--- src/hw/rtl/bqsg_pkg.sv ---
// Shared types, widths and constants of the biquad low-pass with smoothed gain.
// Used by the controller, the datapath, the top level and the port checker.
// Depends on nothing.
`default_nettype none

package bqsg_pkg;

  localparam int SAMPLE_W     = 24;
  localparam int COEF_W       = 26;
  localparam int GAIN_W       = 24;
  localparam int CHAN_W       = 3;
  localparam int CFG_IDX_W    = 3;
  localparam int CFG_DATA_W   = 26;
  localparam int CHANNELS_DEF = 8;

  // Smoothing factor 0.002 in Q0.24, rounded.
  localparam int SMOOTH_K     = 33554;
  // Unity gain in Q1.23; also the reset value of every channel's gain.
  localparam int GAIN_UNITY   = 8388608;
  // Coefficient b0 resets to 1.0 in Q3.22.
  localparam int COEF_ONE     = 4194304;

  // Configuration register indexes.
  localparam logic [CFG_IDX_W-1:0] REG_EFFECT_ON   = 3'd0;
  localparam logic [CFG_IDX_W-1:0] REG_COEF_B0     = 3'd1;
  localparam logic [CFG_IDX_W-1:0] REG_COEF_B1     = 3'd2;
  localparam logic [CFG_IDX_W-1:0] REG_COEF_B2     = 3'd3;
  localparam logic [CFG_IDX_W-1:0] REG_COEF_A1     = 3'd4;
  localparam logic [CFG_IDX_W-1:0] REG_COEF_A2     = 3'd5;
  localparam logic [CFG_IDX_W-1:0] REG_TARGET_GAIN = 3'd6;

  typedef enum logic [3:0] {
    S_IDLE,
    S_MAC0,
    S_MAC1,
    S_MAC2,
    S_MAC3,
    S_MAC4,
    S_GSTEP,
    S_ROUND,
    S_SCALE,
    S_FIN
  } state_t;

  // Operand pair presented to the shared multiplier.
  typedef enum logic [2:0] {
    MS_B0X,
    MS_B1X1,
    MS_B2X2,
    MS_A1Y1,
    MS_A2Y2,
    MS_GSTEP,
    MS_SCALE
  } mul_sel_t;

  typedef enum logic [1:0] {
    ACC_HOLD,
    ACC_LOAD,
    ACC_ADD,
    ACC_SUB
  } acc_op_t;

  typedef struct packed {
    logic     in_load;
    logic     mul_en;
    mul_sel_t mul_sel;
    acc_op_t  acc_op;
    logic     round_en;
    logic     state_wr;
    logic     out_load;
  } cmd_t;

  typedef struct packed {
    logic bypass;
  } status_t;

endpackage

`default_nettype wire

--- src/hw/rtl/bqsg_ctrl.sv ---
// Sequencer of the biquad with smoothed gain: steps one word through the
// shared multiplier and owns the handshake state. Depends on bqsg_pkg.
`default_nettype none

module bqsg_ctrl (
  input  wire logic              clk,
  input  wire logic              rst_n,
  input  wire logic              in_tvalid,
  output logic                   in_tready,
  output logic                   out_tvalid,
  input  wire logic              out_tready,
  input  wire bqsg_pkg::status_t status,
  output bqsg_pkg::cmd_t         cmd
);

  bqsg_pkg::state_t state_r, state_nxt;
  logic             out_valid_r, out_valid_nxt;
  logic             out_free;

  assign out_free   = !out_valid_r || out_tready;
  assign in_tready  = (state_r == bqsg_pkg::S_IDLE);
  assign out_tvalid = out_valid_r;

  always_comb begin
    state_nxt = state_r;
    unique case (state_r)
      bqsg_pkg::S_IDLE:  if (in_tvalid) state_nxt = bqsg_pkg::S_MAC0;
      bqsg_pkg::S_MAC0:  state_nxt = status.bypass ? bqsg_pkg::S_FIN : bqsg_pkg::S_MAC1;
      bqsg_pkg::S_MAC1:  state_nxt = bqsg_pkg::S_MAC2;
      bqsg_pkg::S_MAC2:  state_nxt = bqsg_pkg::S_MAC3;
      bqsg_pkg::S_MAC3:  state_nxt = bqsg_pkg::S_MAC4;
      bqsg_pkg::S_MAC4:  state_nxt = bqsg_pkg::S_GSTEP;
      bqsg_pkg::S_GSTEP: state_nxt = bqsg_pkg::S_ROUND;
      bqsg_pkg::S_ROUND: state_nxt = bqsg_pkg::S_SCALE;
      bqsg_pkg::S_SCALE: state_nxt = bqsg_pkg::S_FIN;
      bqsg_pkg::S_FIN:   if (out_free) state_nxt = bqsg_pkg::S_IDLE;
      default:           state_nxt = bqsg_pkg::S_IDLE;
    endcase
  end

  always_comb begin
    cmd          = '0;
    cmd.mul_sel  = bqsg_pkg::MS_B0X;
    cmd.acc_op   = bqsg_pkg::ACC_HOLD;
    unique case (state_r)
      bqsg_pkg::S_IDLE: cmd.in_load = in_tvalid;
      bqsg_pkg::S_MAC0: begin
        cmd.mul_en  = 1'b1;
        cmd.mul_sel = bqsg_pkg::MS_B0X;
      end
      bqsg_pkg::S_MAC1: begin
        cmd.mul_en  = 1'b1;
        cmd.mul_sel = bqsg_pkg::MS_B1X1;
        cmd.acc_op  = bqsg_pkg::ACC_LOAD;
      end
      bqsg_pkg::S_MAC2: begin
        cmd.mul_en  = 1'b1;
        cmd.mul_sel = bqsg_pkg::MS_B2X2;
        cmd.acc_op  = bqsg_pkg::ACC_ADD;
      end
      bqsg_pkg::S_MAC3: begin
        cmd.mul_en  = 1'b1;
        cmd.mul_sel = bqsg_pkg::MS_A1Y1;
        cmd.acc_op  = bqsg_pkg::ACC_ADD;
      end
      bqsg_pkg::S_MAC4: begin
        cmd.mul_en  = 1'b1;
        cmd.mul_sel = bqsg_pkg::MS_A2Y2;
        cmd.acc_op  = bqsg_pkg::ACC_SUB;
      end
      bqsg_pkg::S_GSTEP: begin
        cmd.mul_en  = 1'b1;
        cmd.mul_sel = bqsg_pkg::MS_GSTEP;
        cmd.acc_op  = bqsg_pkg::ACC_SUB;
      end
      bqsg_pkg::S_ROUND: cmd.round_en = 1'b1;
      bqsg_pkg::S_SCALE: begin
        cmd.mul_en   = 1'b1;
        cmd.mul_sel  = bqsg_pkg::MS_SCALE;
        cmd.state_wr = 1'b1;
      end
      bqsg_pkg::S_FIN: cmd.out_load = out_free;
      default: ;
    endcase
  end

  always_comb begin
    if (cmd.out_load) begin
      out_valid_nxt = 1'b1;
    end else if (out_tready) begin
      out_valid_nxt = 1'b0;
    end else begin
      out_valid_nxt = out_valid_r;
    end
  end

  always_ff @(posedge clk) begin
    if (!rst_n) begin
      state_r     <= bqsg_pkg::S_IDLE;
      out_valid_r <= 1'b0;
    end else begin
      state_r     <= state_nxt;
      out_valid_r <= out_valid_nxt;
    end
  end

endmodule

`default_nettype wire

--- src/hw/rtl/bqsg_dp.sv ---
// Datapath of the biquad with smoothed gain: configuration registers, per-channel
// filter and gain state, one shared multiplier, accumulator and output register.
// Depends on bqsg_pkg; driven by bqsg_ctrl.
`default_nettype none

module bqsg_dp #(
  parameter int CHANNELS = bqsg_pkg::CHANNELS_DEF
) (
  input  wire logic                                clk,
  input  wire logic                                rst_n,
  input  wire logic                                cfg_we,
  input  wire logic [bqsg_pkg::CFG_IDX_W-1:0]      cfg_idx,
  input  wire logic [bqsg_pkg::CFG_DATA_W-1:0]     cfg_data,
  input  wire logic [bqsg_pkg::CHAN_W-1:0]         in_chan,
  input  wire logic [bqsg_pkg::SAMPLE_W-1:0]       in_sample,
  input  wire bqsg_pkg::cmd_t                      cmd,
  output bqsg_pkg::status_t                        status,
  output logic [bqsg_pkg::SAMPLE_W-1:0]            out_sample
);

  localparam int SW     = bqsg_pkg::SAMPLE_W;
  localparam int CW     = bqsg_pkg::COEF_W;
  localparam int GW     = bqsg_pkg::GAIN_W;
  localparam int MA_W   = CW;
  localparam int MB_W   = SW + 1;
  localparam int PROD_W = MA_W + MB_W;
  localparam int ACC_W  = PROD_W + 1;
  localparam int IDX_W  = (CHANNELS > 1) ? $clog2(CHANNELS) : 1;

  localparam logic signed [ACC_W-1:0]  SAT_HI  = ACC_W'((2 ** (SW - 1)) - 1);
  localparam logic signed [ACC_W-1:0]  SAT_LO  = ACC_W'(-(2 ** (SW - 1)));
  localparam logic signed [ACC_W-1:0]  RND_Y   = ACC_W'(2 ** 21);
  localparam logic signed [ACC_W-1:0]  RND_OUT = ACC_W'(2 ** 22);
  localparam logic signed [PROD_W-1:0] RND_G   = PROD_W'(2 ** 23);

  function automatic logic signed [SW-1:0] sat_smp(input logic signed [ACC_W-1:0] v);
    logic signed [SW-1:0] r;
    if (v > SAT_HI) begin
      r = SAT_HI[SW-1:0];
    end else if (v < SAT_LO) begin
      r = SAT_LO[SW-1:0];
    end else begin
      r = v[SW-1:0];
    end
    return r;
  endfunction

  // Configuration registers.
  logic                   effect_on_r;
  logic signed [CW-1:0]   coef_b0_r, coef_b1_r, coef_b2_r, coef_a1_r, coef_a2_r;
  logic        [GW-1:0]   target_gain_r;

  // Current word.
  logic signed [SW-1:0]                x_r;
  logic        [bqsg_pkg::CHAN_W-1:0]  chan_r;
  logic                                bypass_r;
  logic                                in_range;
  logic        [IDX_W-1:0]             idx;

  // Per-channel state.
  logic signed [SW-1:0] xd1_r [CHANNELS];
  logic signed [SW-1:0] xd2_r [CHANNELS];
  logic signed [SW-1:0] yd1_r [CHANNELS];
  logic signed [SW-1:0] yd2_r [CHANNELS];
  logic        [GW-1:0] gain_r [CHANNELS];

  logic signed [SW-1:0] xd1, xd2, yd1, yd2;
  logic        [GW-1:0] g_cur;

  // Arithmetic.
  logic signed [MA_W-1:0]   mul_a;
  logic signed [MB_W-1:0]   mul_b;
  logic signed [PROD_W-1:0] prod_r;
  logic signed [ACC_W-1:0]  acc_r;
  logic signed [GW:0]       gdiff;
  logic signed [ACC_W-1:0]  y_full;
  logic signed [PROD_W-1:0] g_step;
  logic signed [PROD_W-1:0] g_sum;
  logic signed [ACC_W-1:0]  o_full;
  logic signed [SW-1:0]     y_r;
  logic        [GW-1:0]     g_new_r;
  logic        [SW-1:0]     out_sample_r;

  assign in_range      = (32'(in_chan) < CHANNELS);
  assign idx           = IDX_W'(chan_r);
  assign status.bypass = bypass_r;
  assign out_sample    = out_sample_r;

  assign xd1   = xd1_r[idx];
  assign xd2   = xd2_r[idx];
  assign yd1   = yd1_r[idx];
  assign yd2   = yd2_r[idx];
  assign g_cur = gain_r[idx];

  always_ff @(posedge clk) begin
    if (!rst_n) begin
      effect_on_r   <= 1'b0;
      coef_b0_r     <= CW'(bqsg_pkg::COEF_ONE);
      coef_b1_r     <= '0;
      coef_b2_r     <= '0;
      coef_a1_r     <= '0;
      coef_a2_r     <= '0;
      target_gain_r <= GW'(bqsg_pkg::GAIN_UNITY);
    end else if (cfg_we) begin
      unique case (cfg_idx)
        bqsg_pkg::REG_EFFECT_ON:   effect_on_r   <= cfg_data[0];
        bqsg_pkg::REG_COEF_B0:     coef_b0_r     <= cfg_data[CW-1:0];
        bqsg_pkg::REG_COEF_B1:     coef_b1_r     <= cfg_data[CW-1:0];
        bqsg_pkg::REG_COEF_B2:     coef_b2_r     <= cfg_data[CW-1:0];
        bqsg_pkg::REG_COEF_A1:     coef_a1_r     <= cfg_data[CW-1:0];
        bqsg_pkg::REG_COEF_A2:     coef_a2_r     <= cfg_data[CW-1:0];
        bqsg_pkg::REG_TARGET_GAIN: target_gain_r <= cfg_data[GW-1:0];
        default: ;
      endcase
    end
  end

  always_ff @(posedge clk) begin
    if (!rst_n) begin
      bypass_r <= 1'b1;
    end else if (cmd.in_load) begin
      bypass_r <= !effect_on_r || !in_range;
    end
  end

  always_ff @(posedge clk) begin
    if (cmd.in_load) begin
      x_r    <= in_sample;
      chan_r <= in_chan;
    end
  end

  // Gain difference fits 25 bits signed; the target may sit above unity.
  assign gdiff = signed'({1'b0, target_gain_r}) - signed'({1'b0, g_cur});

  always_comb begin
    case (cmd.mul_sel)
      bqsg_pkg::MS_B0X: begin
        mul_a = coef_b0_r;
        mul_b = MB_W'(x_r);
      end
      bqsg_pkg::MS_B1X1: begin
        mul_a = coef_b1_r;
        mul_b = MB_W'(xd1);
      end
      bqsg_pkg::MS_B2X2: begin
        mul_a = coef_b2_r;
        mul_b = MB_W'(xd2);
      end
      bqsg_pkg::MS_A1Y1: begin
        mul_a = coef_a1_r;
        mul_b = MB_W'(yd1);
      end
      bqsg_pkg::MS_A2Y2: begin
        mul_a = coef_a2_r;
        mul_b = MB_W'(yd2);
      end
      bqsg_pkg::MS_GSTEP: begin
        mul_a = MA_W'(gdiff);
        mul_b = MB_W'(bqsg_pkg::SMOOTH_K);
      end
      bqsg_pkg::MS_SCALE: begin
        mul_a = MA_W'(y_r);
        mul_b = signed'({1'b0, g_new_r});
      end
      default: begin
        mul_a = '0;
        mul_b = '0;
      end
    endcase
  end

  always_ff @(posedge clk) begin
    if (cmd.mul_en) begin
      prod_r <= mul_a * mul_b;
    end
  end

  always_ff @(posedge clk) begin
    case (cmd.acc_op)
      bqsg_pkg::ACC_LOAD: acc_r <= ACC_W'(prod_r);
      bqsg_pkg::ACC_ADD:  acc_r <= acc_r + ACC_W'(prod_r);
      bqsg_pkg::ACC_SUB:  acc_r <= acc_r - ACC_W'(prod_r);
      default:            acc_r <= acc_r;
    endcase
  end

  // Filter output: Q.45 sum back to Q1.23 with round half up, then saturate.
  assign y_full = (acc_r + RND_Y) >>> 22;
  // Gain step: difference times 0.002, rounded; it never overshoots the target.
  assign g_step = (prod_r + RND_G) >>> 24;
  assign g_sum  = PROD_W'(signed'({1'b0, g_cur})) + g_step;
  // Output: filter output times gain, Q1.23 with round half up.
  assign o_full = (ACC_W'(prod_r) + RND_OUT) >>> 23;

  always_ff @(posedge clk) begin
    if (cmd.round_en) begin
      y_r     <= sat_smp(y_full);
      g_new_r <= g_sum[GW-1:0];
    end
  end

  always_ff @(posedge clk) begin
    if (!rst_n) begin
      for (int i = 0; i < CHANNELS; i++) begin
        xd1_r[i]  <= '0;
        xd2_r[i]  <= '0;
        yd1_r[i]  <= '0;
        yd2_r[i]  <= '0;
        gain_r[i] <= GW'(bqsg_pkg::GAIN_UNITY);
      end
    end else if (cmd.state_wr) begin
      xd2_r[idx]  <= xd1;
      xd1_r[idx]  <= x_r;
      yd2_r[idx]  <= yd1;
      yd1_r[idx]  <= y_r;
      gain_r[idx] <= g_new_r;
    end
  end

  always_ff @(posedge clk) begin
    if (cmd.out_load) begin
      out_sample_r <= bypass_r ? x_r : sat_smp(o_full);
    end
  end

endmodule

`default_nettype wire

--- src/hw/rtl/biquad_lowpass_smoothed_gain.sv ---
// Top level of the per-channel biquad low-pass with one-pole gain smoother.
// Instantiates bqsg_ctrl and bqsg_dp; depends on bqsg_pkg.
//
// Each input word carries one signed Q1.23 sample and its channel number. With
// effect_on set and the channel below CHANNELS, the sample runs through that
// channel's direct form I biquad (coefficients b0, b1, b2, a1, a2 in Q3.22, the
// a terms subtracted), the channel's gain moves toward target_gain by 0.002 of
// the difference, and the filter output times the new gain, saturated to 24
// bits, leaves as one output word. Otherwise the sample passes unchanged and no
// channel state moves. A filtered word steps through MAC0 to MAC4, GSTEP, ROUND,
// SCALE and FIN before the next word can be taken, a passed-through word through
// MAC0 and FIN; the steps come from the single shared 26 x 25 bit multiplier,
// which serves the five filter taps, the gain step and the output scaling in
// turn. The result sits in an output register, so the next word is accepted
// while a finished one still waits on out_tready. Configuration registers are
// written through cfg_we/cfg_idx/cfg_data and should only change while no word
// is in flight. Reset restores the configuration registers and clears every
// channel's delay line, with each channel's gain set to unity.
`default_nettype none

module biquad_lowpass_smoothed_gain #(
  parameter int CHANNELS = bqsg_pkg::CHANNELS_DEF
) (
  input  wire logic                              clk,
  input  wire logic                              rst_n,
  // Configuration write port.
  input  wire logic                              cfg_we,
  input  wire logic [bqsg_pkg::CFG_IDX_W-1:0]    cfg_idx,
  input  wire logic [bqsg_pkg::CFG_DATA_W-1:0]   cfg_data,
  // Input stream.
  input  wire logic                              in_tvalid,
  output logic                                   in_tready,
  input  wire logic [bqsg_pkg::SAMPLE_W-1:0]     in_tdata,   // [23:0] sample_in
  input  wire logic [bqsg_pkg::CHAN_W-1:0]       in_tuser,   // [2:0] chan
  // Output stream.
  output logic                                   out_tvalid,
  input  wire logic                              out_tready,
  output logic [bqsg_pkg::SAMPLE_W-1:0]          out_tdata   // [23:0] sample_out
);

  // Commands from the sequencer and status back from the datapath.
  bqsg_pkg::cmd_t    cmd;
  bqsg_pkg::status_t status;

  bqsg_ctrl u_ctrl (
    .clk        (clk),
    .rst_n      (rst_n),
    .in_tvalid  (in_tvalid),
    .in_tready  (in_tready),
    .out_tvalid (out_tvalid),
    .out_tready (out_tready),
    .status     (status),
    .cmd        (cmd)
  );

  bqsg_dp #(
    .CHANNELS (CHANNELS)
  ) u_dp (
    .clk        (clk),
    .rst_n      (rst_n),
    .cfg_we     (cfg_we),
    .cfg_idx    (cfg_idx),
    .cfg_data   (cfg_data),
    .in_chan    (in_tuser),
    .in_sample  (in_tdata),
    .cmd        (cmd),
    .status     (status),
    .out_sample (out_tdata)
  );

endmodule

`default_nettype wire

--- config.mk ---
export PLATFORM = sky130hd
export DESIGN_NAME = biquad_lowpass_smoothed_gain
export DESIGN_NICKNAME = d
export VERILOG_FILES = /design/src/hw/rtl/bqsg_pkg.sv /design/src/hw/rtl/bqsg_ctrl.sv /design/src/hw/rtl/bqsg_dp.sv /design/src/hw/rtl/biquad_lowpass_smoothed_gain.sv
export SDC_FILE = /design/constraint.sdc
export NUM_CORES = 2
export LEC_CHECK = 0
export BUFFER_PORTS_ARGS = -buffer_cell sky130_fd_sc_hd__clkbuf_2
export CORE_MARGIN = 1.5
export CORE_UTILIZATION = 55
export DETAILED_ROUTE_END_ITERATION = 7
export HOLD_SLACK_MARGIN = 0.03
export PLACE_DENSITY = 0.71
export SYNTH_ARGS = -nofsm -noshare
export SYNTH_HDL_FRONTEND = slang
export SYNTH_SLANG_ARGS = --single-unit
--- constraint.sdc ---
create_clock -name clk -period 19.6 [get_ports clk]
set_input_delay 2.94 -clock clk [delete_from_list [all_inputs] [get_ports clk]]
set_output_delay 2.94 -clock clk [all_outputs]
set_load 0.01 [all_outputs]
==> impl_metrics.env <==
export IMPL_maxCapViolations=0
export IMPL_route_layer_met1_wl_um=101500
export IMPL_finalSetupTns_ps=0
export IMPL_die_x_um=400.4
export IMPL_fmax_ghz=0.07678
export IMPL_start_kind="flop"
export IMPL_wl_met2_um=120700
export IMPL_ys_async_sr_fraction_pct=0
export IMPL_pin_count=87
export IMPL_ir_drop_mv=0.6075
export IMPL_finalSetupViolCount=0
export IMPL_crit_path_max_incr_delay_ps=760
export IMPL_avgSynthCellArea_um2=11.15
export IMPL_synth_most_common_cell="edfxtp_1"
export IMPL_fin_nets=8756
export IMPL_dp_hpwl_um=186600
export IMPL_yosys_area_top_type="edfxtp_1"
export IMPL_critPathArrivalTime_ps=13560
export IMPL_ys_ff_latch=1326
export IMPL_vias_per_cell=6.242
export IMPL_slew_violations=0
export IMPL_overflow=0
export IMPL_clk_pin_slew_worst_paths_ps=70
export IMPL_postCtsHoldBufs=0
export IMPL_grt_use_total_pct=34.00
export IMPL_yosysUniqueCellTypes=84
export IMPL_gp_congestion=0.9777
export IMPL_seq_area_um2=38190
export IMPL_multi_input_area_um2=44070
export IMPL_slew_headroom_pct=12.11
export IMPL_finalHoldViolCount=0
export IMPL_post_cts_buffers=0
export IMPL_clock_latency_ps=820
export IMPL_top_layer="met5"
export IMPL_totalWireLength_um=271500
export IMPL_clock_sinks=1326
export IMPL_p_per_area_nw_per_um2=159.8
export IMPL_wl_per_cell_um=27.32
export IMPL_vias=62040
export IMPL_worstSetupPathType="flop to flop"
export IMPL_status="complete, no violations"
export IMPL_pre_cts_ws_ps=6749
export IMPL_h_tree_depth=4
export IMPL_worst_pin_slew_ps=1306
export IMPL_n_fill_cell=12400
export IMPL_cp_slowest_cell="dfxtp_4"
export IMPL_ant_nets=0
export IMPL_hold_path_class="flop to flop"
export IMPL_synth_edf_count=1162
export IMPL_synth_common_cells="edfxtp_1 (1162), nor2_1 (995), nand2_1 (848)"
export IMPL_fp_dieH_um=400.4
export IMPL_ys_flop_type="edfxtp_1"
export IMPL_leakagePower_nw=38.91
export IMPL_first_pass_iters=8
export IMPL_syn_to_final_growth_pct=8.899
export IMPL_core_um2=156600
export IMPL_rsz0062_at_grt="no"
export IMPL_drtIter0Drc=8119
export IMPL_antenna_found_initial=21
export IMPL_crit_path_end_kind="flop"
export IMPL_clock_root_buffer="clkbuf_16"
export IMPL_syn_inst=7788
export IMPL_critPathMaxFanout=35
export IMPL_cts_repair_resize_count=0
export IMPL_synth_top_cell_area_share_pct=40.17
export IMPL_die_area_um2=160300
export IMPL_yosys_top_cells_area="edfxtp_1 (40%), fa_1 (16%), mux4_2 (6.2%)"
export IMPL_drive_gt1_share_pct=10.70
export IMPL_core_rowCount=145
export IMPL_hold_ws_ps=453.2
export IMPL_fin_skew_ps=47.88
export IMPL_cts_tree="yes"
export IMPL_cp_common_cell="fa_1"
export IMPL_route_detailed_drc=0
export IMPL_layout_setup_ws_ps=6575
export IMPL_path_buf_inv=6
export IMPL_initial_core_util_pct=55.48
export IMPL_final_core_util_pct=60.41
export IMPL_crit_required_ps=20130
export IMPL_yosysWarnings=0
export IMPL_grt_max_degree=135
export IMPL_critPathTopFamily="compound AO/OA/AOI/OAI gates"
export IMPL_route_met3_wl_um=35600
export IMPL_port_buffers=86
export IMPL_grt_pass1_wl_um=401500
export IMPL_fin_crit_sh_pct=66.45
export IMPL_period_needed_ps=13020
export IMPL_syn_area_um2=86860
export IMPL_grt_pass1_vias=61520
export IMPL_cts_buffers=142
export IMPL_yosysSeqAreaShare_pct=43.95
export IMPL_syn_num_nets=8781
export IMPL_cts_buffer_depth=3
==> sequential cells by signal, summed over array words and instances (netlist names), 3 cells and up, named ones only <==
signal              flops
u_ctrl.state_r          4
u_dp.acc_r             52
u_dp.chan_r             3
u_dp.coef_a1_r         26
u_dp.coef_a2_r         26
u_dp.coef_b0_r         26
u_dp.coef_b1_r         26
u_dp.coef_b2_r         26
u_dp.g_new_r           24
u_dp.gain_r           192
u_dp.out_sample        24
u_dp.prod_r            51
u_dp.target_gain_r     24
u_dp.x_r               24
u_dp.xd1_r            192
u_dp.xd2_r            192
u_dp.y_r               24
u_dp.yd1_r            192
u_dp.yd2_r            192
==> worst paths after layout <==
path | from | endpoint | slack [ps] | cells after the start
worst max-delay path | flop | u_dp.prod_r[50] | 6580 | 37
worst min register to register | u_dp.coef_b1_r[16] | u_dp.coef_b1_r[16] | 450 | 2
worst min-delay path | u_dp.coef_b1_r[16] | u_dp.coef_b1_r[16] | 450 | 2
worst max register to register | flop | u_dp.prod_r[50] | 6580 | 37
==> final cells by class <==
type / instances / area share [%]
multi-input cells: 5175 / 46.59
repair buffers: 255 / 1.810
well taps: 2058 / 2.722
diodes: 3 / 0.007937
inverters: 863 / 3.433
clock buffers: 175 / 3.974
clock inverters: 83 / 1.091
flip-flops and latches: 1326 / 40.37
==> through the flow <==
stage          area, um2  cells  total power, mW
5_1_grt            94590   9936            16.12
6_report           94590   9938            15.11
3_3_place_gp       89790   9677            12.06
2_1_floorplan      86860   7788            9.444
4_1_cts            94580   9935            14.98
3_5_place_dp       89790   9677            12.18
==> kinds of logic after synthesis <==
| group | after synthesis | share of synthesized area, % |
|---|---|---|
| buffers and inverters | 1287 | 5.778 |
| flip-flops | 1326 | 43.95 |
| multiplexers | 338 | 7.362 |
| AND/OR/NAND/NOR | 2679 | 13.93 |
| adder cells (fa/ha/maj) | 932 | 19.34 |
| AO/OA/AOI/OAI | 967 | 7.028 |
| XOR/XNOR | 259 | 2.612 |
==> worst reg2reg max path, delay by kind of cell (launching register included) <==
kind | cells | cell delay, ps
adders and majority gates | 9 | 4280
DFF | 1 | 760
and+or+nand+nor | 1 | 270
xor gates and xnor gates | 1 | 80
muxes | 2 | 900
buffers and inverters | 6 | 1340
AOI/OAI and AO/OA | 18 | 5120
==> metal layers <==
| layer | global-route usage (%) | vias up |
|---|---|---|
| li1 | - | 26210 |
| met1 | 46.69 | 31210 |
| met2 | 51.45 | 3941 |
| met3 | 8.678 | 648 |
| met4 | 14.93 | 26 |
| met5 | 0 | - |
==> cell usage in the layout, fill, tap and decap left out, types with 15 or more instances in the layout <==
cell / instances
xor2_1: 97
o22ai_1: 28
a21o_1: 90
or2_2: 34
edfxtp_1: 1162
clkbuf_2: 86
nor2_1: 985
o211ai_1: 21
a221oi_1: 19
clkbuf_16: 143
clkinv_2: 24
clkbuf_1: 26
o21ai_0: 168
a31oi_1: 28
nand2b_1: 80
nand3_1: 65
o21a_1: 48
nor3_1: 36
o31ai_1: 16
dfxtp_1: 161
xnor2_1: 162
nand4_1: 39
inv_1: 834
clkinv_1: 50
a21oi_1: 343
nand2_1: 836
buf_4: 168
a222oi_1: 22
o21bai_1: 21
ha_1: 248
and2_1: 433
bufinv_16: 15
nor3_2: 19
and3_1: 38
mux4_2: 240
fa_1: 684
mux2i_1: 91
a22oi_1: 48
nor2b_1: 28
a221o_1: 17
==> where the power goes <==
part	switching, mW	leakage (nW)	internal (mW)
Clock	1.19	2.33	1.58
Combinational	5.39	23.5	3.13
Sequential	0.285	13.1	3.53
Power figures use the tool's default switching activity.
